File: src/lms_pkg.sv
// shared types and constants for the led matrix scan controller
package lms_pkg;

  localparam int LINE_MAX_W   = 4;
  localparam int PIX_PER_BYTE = 8;
  localparam logic [7:0] SCAN_OFF = 8'hFF;

  typedef enum logic [1:0] {
    OP_WRITE = 2'd0,
    OP_COPY  = 2'd1,
    OP_CLEAR = 2'd2,
    OP_TICK  = 2'd3
  } lms_op_t;

  typedef enum logic [2:0] {
    ST_CLEAR,
    ST_IDLE,
    ST_DIV,
    ST_RECT,
    ST_SCAN
  } lms_state_t;

  typedef enum logic [1:0] {
    K_COPY,
    K_BLANK,
    K_STREAM
  } lms_kind_t;

  // one scan store read issued by the sequencer, retired once its read data is registered
  typedef struct packed {
    logic                  valid;
    lms_kind_t             kind;
    logic [2:0]            bit_idx;
    logic [2:0]            pix;
    logic                  last;
    logic [LINE_MAX_W-1:0] line;
  } lms_issue_t;

endpackage

File: src/lms_seq.sv
// sequencer: clear pass, item decode, rectangle walk and scan line stream
module lms_seq #(
  parameter int WIDTH  = 64,
  parameter int MUX    = 16,
  parameter int HEIGHT = 128
) (
  input  logic                                        clk,
  input  logic                                        rst,
  input  logic                                        start,
  input  logic [1:0]                                  opcode,
  input  logic [5:0]                                  col,
  input  logic [6:0]                                  row,
  input  logic [5:0]                                  col_end,
  input  logic [6:0]                                  row_end,
  input  logic [2:0]                                  byte_col,
  input  logic [7:0]                                  pixel_byte,
  input  logic                                        scan_enable,
  output logic                                        busy,
  output logic                                        disp_we,
  output logic [$clog2(HEIGHT)+2:0]                   disp_waddr,
  output logic [7:0]                                  disp_wdata,
  output logic [$clog2(HEIGHT)+2:0]                   disp_raddr,
  output logic [$clog2(MUX)+$clog2(WIDTH)-1:0]        scan_raddr,
  output logic                                        clearing,
  output logic [$clog2(MUX)+$clog2(WIDTH)-1:0]        clr_waddr,
  output lms_pkg::lms_issue_t                         issue
);
  import lms_pkg::*;

  localparam int ROW_W  = $clog2(HEIGHT);
  localparam int LINE_W = $clog2(MUX);
  localparam int COL_W  = $clog2(WIDTH);
  localparam int DA_W   = ROW_W + 3;
  localparam int SA_W   = LINE_W + COL_W;
  localparam int CLR_W  = (DA_W > SA_W) ? DA_W : SA_W;
  localparam int BYTES  = (WIDTH + PIX_PER_BYTE - 1) / PIX_PER_BYTE;
  localparam int YLIM   = (HEIGHT < PIX_PER_BYTE * MUX) ? HEIGHT : PIX_PER_BYTE * MUX;

  lms_state_t        state, state_next;
  logic [CLR_W-1:0]  clr_addr;
  logic              op_copy;
  logic [5:0]        x, x0, x1;
  logic [6:0]        y, y_end;
  logic [6:0]        rem;
  logic [2:0]        quot;
  logic [LINE_W-1:0] line;
  logic [LINE_W-1:0] line_counter;
  logic [COL_W-1:0]  k;

  logic accept;
  logic rect_ok;
  logic div_done;
  logic row_done;
  logic rect_done;
  logic scan_done;

  assign accept    = start && (state == ST_IDLE);
  assign rect_ok   = (col_end >= col) && (row_end >= row) &&
                     ({1'b0, col} < 7'(WIDTH)) && ({1'b0, row} < 8'(YLIM));
  assign div_done  = rem < 7'(MUX);
  assign row_done  = x == x1;
  assign rect_done = row_done && (y == y_end);
  assign scan_done = k == COL_W'(WIDTH - 1);

  // next state
  always_comb begin
    state_next = state;
    case (state)
      ST_CLEAR: if (&clr_addr) state_next = ST_IDLE;
      ST_IDLE: begin
        if (accept) begin
          case (lms_op_t'(opcode))
            OP_COPY, OP_CLEAR: if (rect_ok) state_next = ST_DIV;
            OP_TICK:           if (scan_enable) state_next = ST_SCAN;
            default:           state_next = ST_IDLE;
          endcase
        end
      end
      ST_DIV:  if (div_done) state_next = ST_RECT;
      ST_RECT: if (rect_done) state_next = ST_IDLE;
      ST_SCAN: if (scan_done) state_next = ST_IDLE;
      default: state_next = ST_CLEAR;
    endcase
  end

  // outputs
  always_comb begin
    busy          = state != ST_IDLE;
    clearing      = state == ST_CLEAR;
    clr_waddr     = clr_addr[SA_W-1:0];
    disp_we       = 1'b0;
    disp_waddr    = {row[ROW_W-1:0], byte_col};
    disp_wdata    = pixel_byte;
    disp_raddr    = {y[ROW_W-1:0], x[5:3]};
    scan_raddr    = {line, x[COL_W-1:0]};
    issue         = '0;
    issue.kind    = K_COPY;
    case (state)
      ST_CLEAR: begin
        disp_we    = 1'b1;
        disp_waddr = clr_addr[DA_W-1:0];
        disp_wdata = 8'h00;
      end
      ST_IDLE: begin
        disp_we = accept && (lms_op_t'(opcode) == OP_WRITE) &&
                  ({1'b0, row} < 8'(HEIGHT)) && ({1'b0, byte_col} < 4'(BYTES));
      end
      ST_RECT: begin
        issue.valid   = 1'b1;
        issue.kind    = op_copy ? K_COPY : K_BLANK;
        issue.bit_idx = quot;
        issue.pix     = x[2:0];
      end
      ST_SCAN: begin
        scan_raddr  = {line_counter, k};
        issue.valid = 1'b1;
        issue.kind  = K_STREAM;
        issue.last  = scan_done;
        issue.line  = LINE_MAX_W'(line_counter);
      end
      default: ;
    endcase
  end

  always_ff @(posedge clk) begin
    if (rst) begin
      state        <= ST_CLEAR;
      clr_addr     <= '0;
      line_counter <= '0;
    end else begin
      state <= state_next;
      case (state)
        ST_CLEAR: clr_addr <= clr_addr + 1'b1;
        ST_SCAN: begin
          if (scan_done) begin
            line_counter <= (line_counter == LINE_W'(MUX - 1)) ? '0 : line_counter + 1'b1;
          end
        end
        default: ;
      endcase
    end
  end

  // walk registers, no reset needed
  always_ff @(posedge clk) begin
    case (state)
      ST_IDLE: begin
        op_copy <= lms_op_t'(opcode) == OP_COPY;
        x0      <= col;
        x       <= col;
        x1      <= ({1'b0, col_end} > 7'(WIDTH - 1)) ? 6'(WIDTH - 1) : col_end;
        y       <= row;
        y_end   <= ({1'b0, row_end} > 8'(YLIM - 1)) ? 7'(YLIM - 1) : row_end;
        rem     <= row;
        quot    <= '0;
        k       <= '0;
      end
      ST_DIV: begin
        // row split into scan line and bit plane by repeated subtraction
        if (div_done) begin
          line <= rem[LINE_W-1:0];
        end else begin
          rem  <= rem - 7'(MUX);
          quot <= quot + 1'b1;
        end
      end
      ST_RECT: begin
        if (row_done) begin
          x <= x0;
          y <= y + 1'b1;
          if (line == LINE_W'(MUX - 1)) begin
            line <= '0;
            quot <= quot + 1'b1;
          end else begin
            line <= line + 1'b1;
          end
        end else begin
          x <= x + 1'b1;
        end
      end
      ST_SCAN: k <= k + 1'b1;
      default: ;
    endcase
  end

endmodule

File: config.mk
export PLATFORM = sky130hd
export DESIGN_NAME = lms_seq
export DESIGN_NICKNAME = d
export VERILOG_FILES = /design/src/lms_pkg.sv /design/src/lms_seq.sv
export SDC_FILE = /design/constraint.sdc
export NUM_CORES = 1
export LEC_CHECK = 0
export ABC_AREA = 1
export ABC_CLOCK_PERIOD_IN_PS = 1800
export BUFFER_PORTS_ARGS = -buffer_cell sky130_fd_sc_hd__buf_2
export CORE_MARGIN = 2
export CORE_UTILIZATION = 54
export DETAILED_ROUTE_END_ITERATION = 7
export HOLD_SLACK_MARGIN = 0.15
export PLACE_DENSITY = 0.92
export RECOVER_POWER = 100
export SLEW_MARGIN = 20
export SYNTH_ARGS = -nofsm -noshare
export SYNTH_HDL_FRONTEND = slang
export SYNTH_SLANG_ARGS = --single-unit
export TNS_END_PERCENT = 30
File: constraint.sdc
create_clock -name clk -period 1.8 [get_ports clk]
set_input_delay 0.36 -clock clk [delete_from_list [all_inputs] [get_ports clk]]
set_output_delay 0.36 -clock clk [all_outputs]
set_load 0.005 [all_outputs]
# Yosys cells after proc, flatten, opt, wreduce, memory -nomap -nowiden
# Index checks and enable logic that the tools add are counted.
# word_totals
regBits,70
inputBits,43
output_inout_bits,65
word_cells,99
# op_classes
addsub,8
order_cmp,3
eq_ne,23
muxes,33
n_reduce_logical,19
# ops
operator,n
2-to-1 mux 3 bit,10
case mux 7 bit (2 select lines),2
case mux 6 bit (2 select lines),2
2-to-1 mux 10 bit,2
2-to-1 mux 4 bit,4
case mux 3 bit (5 select lines),1
2-to-1 mux 7 bit,2
"inequality test 2 bit, second input constant",7
"adder 6 x 1 -> 6 bit, second input constant",2
2-to-1 mux 6 bit,2
case mux 3 bit (2 select lines),2
"adder 10 x 1 -> 10 bit, second input constant",1
AND reduction 10 bit,1
case mux 3 bit (3 select lines),1
"adder 4 x 1 -> 4 bit, second input constant",2
"== test 4 bit, second input constant",2
2-to-1 mux 8 bit,1
case mux 4 bit (2 select lines),1
nonzero test 2 bit,4
"adder 7 x 1 -> 7 bit, second input constant",1
== test 7 bit,1
greater-or-equal comparator 7 bit,1
"< comparator 7 x 5 -> 1 bit, second input constant",1
AND reduction 7 bit,1
24 further kinds,32

# Depth between registers and ports, before layout
# logic_depth
depth_word,6
depth_mapped,14

# Least setup slack after synthesis
# OpenSTA, ideal clock, no wires.
# synth_timing
path_type,register to register
from,register state[2]
to,register line[0] (enable)
arrival_ps,1235
path_slack_ps,204
stages_incl_launch_ff,6
path_buffers,0
synth_period_minus_slack_ps,1596
path_cell_list,dfxtp_1 > inv_4 > nand2_4 > nor2_2 > inv_2 > o21ai_0
# synth_via
elab_chain_cells,3
elab_cells_between_ends,6
# synth_lines
element,line,rtl
"start, declared",lms_seq.sv:39,"lms_state_t state, state_next;"
"start signal, assigned",lms_seq.sv:131,state <= state_next;
== test 3 x 2 -> 1 bit,lms_seq.sv:146,case (state)
inequality test 2 bit (no line) / nonzero test 2 bit (equally long branches),--,
AND reduction 3 bit (no line) *,--,
"end signal, assigned",lms_seq.sv:161,line <= rem[LINE_W-1:0];
"end signal, assigned",lms_seq.sv:175,line <= line + 1'b1;
"end, declared",lms_seq.sv:46,logic [LINE_W-1:0] line;
# Every way passes the cells marked *; elsewhere a longest branch is shown, timed or not.
# A chain may end at the register's enable or synchronous reset.

# Final worst setup path
# layout_timing
from,register state[1]
to,output port scan_raddr[5]
# layout_via
elab_chain_cells,2
# layout_lines
element,line,rtl
== test 3 bit,lms_seq.sv:98,case (state)
2-to-1 mux 10 bit,lms_seq.sv:98,
"end, declared",lms_seq.sv:23,"output logic [$clog2(MUX)+$clog2(WIDTH)-1:0] scan_raddr,"
# No other way between the ends.

==> metrics.csv <==
metric,value,unit
grt_max_degree,27,
dpl-instance-area,5020,sq um
initial_core_util,0.558,
yosysSeqAreaShare,0.446,
gp_congestion,0.976,
max_cap_viol_count,0,
critical_path.startpoint,state[1]$_SDFFE_PP0P_,
wl_met1,4.31,mm
synth_nets,601,
p_comb_frac,0.428,
clock_latency,0.35,ns
power_density,1220,nW/um^2
start_kind,register,
wirelength,10.9,mm
grt_usage,0.253,
wl_per_cell,14.1,um
yosysWarnings,0,
portBuffers,107,
core,7770,sq um
synth_top_flop_cell,edfxtp_1,
grt_pass1_wl,17.5,mm
crit_path_max_incr_delay,0.37,ns
drc,0,
antenna_found_initial,0,
die_y,93.6,um
synth-async-reset-ratio,0,
design_area,5440,sq um
dp_slack,0.0681,ns
power,6.62,mW
path_class,register to primary output,
rows,32,
syn_to_final_growth,25.4,%
ant_nets,0,
endpoint_kind,primary output,
crit_chain,nor2_4 -> inv_4 -> nor2_8 -> inv_8 -> nor2_4 -> o21bai_1 -> buf_2,
postCtsHoldBufs,0,
max_slew_margin,0.731,
switching_share,0.406,
syn-cell-area,4330,sq um
vias_per_cell,5.22,
r2r_start,k[0]$_SDFFCE_PN0P_,
internal-power,3.94,mW
crit_required,1.44,ns
synth_top_area_cell,edfxtp_1,
vias,4027,
post-route-min-period,1.96,ns
dr.pass1.iters,5,
synth_seq_cells,70,
io_pins,108,
synth.area.top_cells,"edfxtp_1 (37%), nand2_1 (11%), inv_1 (8.3%)",
met3_length,678,um
mostFrequentLayoutCells,"nand2_1 (125), inv_1 (96), buf_2 (90)",
synth.distinct_cells,37,
die-area,8760,sq um
cellLeakagePower,2.66,nW
first_global_vias,3933,
reg2reg_depth,12,
cts_tree,built,
setup_viol,21,
drv_slew,0,
grt.overflow.total,0,
synth_cells,533,
worst_slack,-0.155,ns
place_hpwl,8.17,mm
layout_commonest_cell,nand2_1,
arrival,1.60,ns
cp_common_cell,nor2_4,
synth_edf_count,53,
cts_buffer_depth,2,
clk_pin_slew,0.09,ns
drive_gt1_frac,0.276,
fmax,0.511,GHz
cts_sinks,70,
n_antenna_cell,0,
synth_top_cell_area_share,0.367,
crit_fanout,15,
wl_met2,5.60,mm
min_period_over_period,1.09,
hold_viol,0,
tightest_slew,0.403,ns
hold_depth,1,
dr.first_iter.drc_count,287,
max-vdd-ir-drop,0.644,mV
pwr-share-seq,0.397,
failed_checks,negative setup slack,
rsz0062_at_grt,true,
switchingPower,2.69,mW
fin_skew,0.0105,ns
dr.max_layer_used,met4,
hold_start,col[5],
hold_class,input pin to register,
outcome,finished with violations,
cts_root_buf,clkbuf_8,
slowest_stage,dfxtp_4,
postSynthAreaPerCell,8.13,sq um
numCtsBuffers,9,
dieWidth,93.6,um
htreeDepth,3,
p_clk_frac,0.176,
nets,733,
final_core_util,0.700,
through the flow:
step | TNS [ns] | instances | hold slack [ns]
4_1_cts | -0.718 | 768 | 0.190
2_1_floorplan | 0 | 533 | 0.429
3_3_place_gp | 0 | 741 | 0.475
6_report | -1.55 | 772 | 0.199
5_1_grt | -3.74 | 772 | 0.193
3_5_place_dp | 0 | 741 | 0.497
sequential cells by signal, indices dropped and copies added, names as in the netlist:
| signal | count |
|---|---|
| line | 4 |
| k | 6 |
| x1 | 6 |
| x0 | 6 |
| y_end | 7 |
| state | 3 |
| rem | 7 |
| y | 7 |
| clr_waddr | 10 |
| quot | 3 |
| x | 6 |
| op_copy | 1 |
| line_counter | 4 |
final timing paths:
kind                                     to  slack [ns]
hold reg to reg   clr_waddr[9]$_SDFFE_PP0P_        0.52
setup / recovery              scan_raddr[5]       -0.16
hold / removal              x0[5]$_DFFE_PP_        0.20
setup reg to reg      state[1]$_SDFFE_PP0P_        0.06
cell families after synthesis:
family / after synthesis / synth area share
and+or+nand+nor: 233 / 0.250
xor gates and xnor gates: 15 / 0.0303
AOI/OAI and AO/OA: 72 / 0.0930
buffers and inverters: 118 / 0.109
adders and majority gates: 25 / 0.0722
DFF: 70 / 0.446
synthesized netlist by cell type, types with 2 or more instances:
cell type and count:
nand4_1 4, clkbuf_1 4, inv_2 6, nor2_8 2, inv_1 96, a21oi_1 17, nor3_1 9, dfxtp_1 17
buf_4 3, o21ai_0 31, nor2_4 4, a31oi_1 2, nand2_4 4, nor2_2 3, inv_4 4, o21ai_1 8
nand2_2 4, ha_1 25, nor2_1 52, o221ai_1 3, edfxtp_1 53, xnor2_1 7, nand3_2 2, buf_2 5
nand3_1 12, xor2_1 8, nand2_1 129, a21o_1 2, o211ai_1 3, o21bai_1 4, nand3b_1 2, nor3b_1 3
critical path: cells and delay by family, from the launching register on:
family / cells / cell delay, ns
AO/OA/AOI/OAI: 1 / 0.12
AND/OR/NAND/NOR: 3 / 0.46
buffers and inverters: 3 / 0.29
flip-flops: 1 / 0.37
metal layers:
layer / GRT usage / vias up
met5: 0 / -
met3: 0.0403 / 28
met1: 0.294 / 1882
met2: 0.460 / 157
met4: 0.111 / 0
li1: - / 1960
layout make-up:
cell class | count | area (sq um)
clock buffers | 9 | 124
clock inverters | 7 | 56.3
fillers | 614 | 2330
inverters | 106 | 425
multi-input cells | 345 | 2010
flip-flops and latches | 70 | 1940
well taps | 102 | 128
repair buffers | 133 | 749
repair_timing:
item,4_1_cts,5_1_grt
setup buffers,11,4
pin swaps,5,6
resized for setup,32,15
cloned,0,0
setup endpoints to repair,42,62
power by group through the flow:
stage          logic, mW  clock network (mW)  registers [mW]
2_1_floorplan       1.64                   0            2.58
6_report            2.83                1.16            2.63
5_1_grt             3.16                1.23            2.68
3_3_place_gp        2.34                   0            2.61
4_1_cts             2.65                1.17            2.63
3_5_place_dp        2.43                   0            2.65
Power figures use the tool's default switching activity.
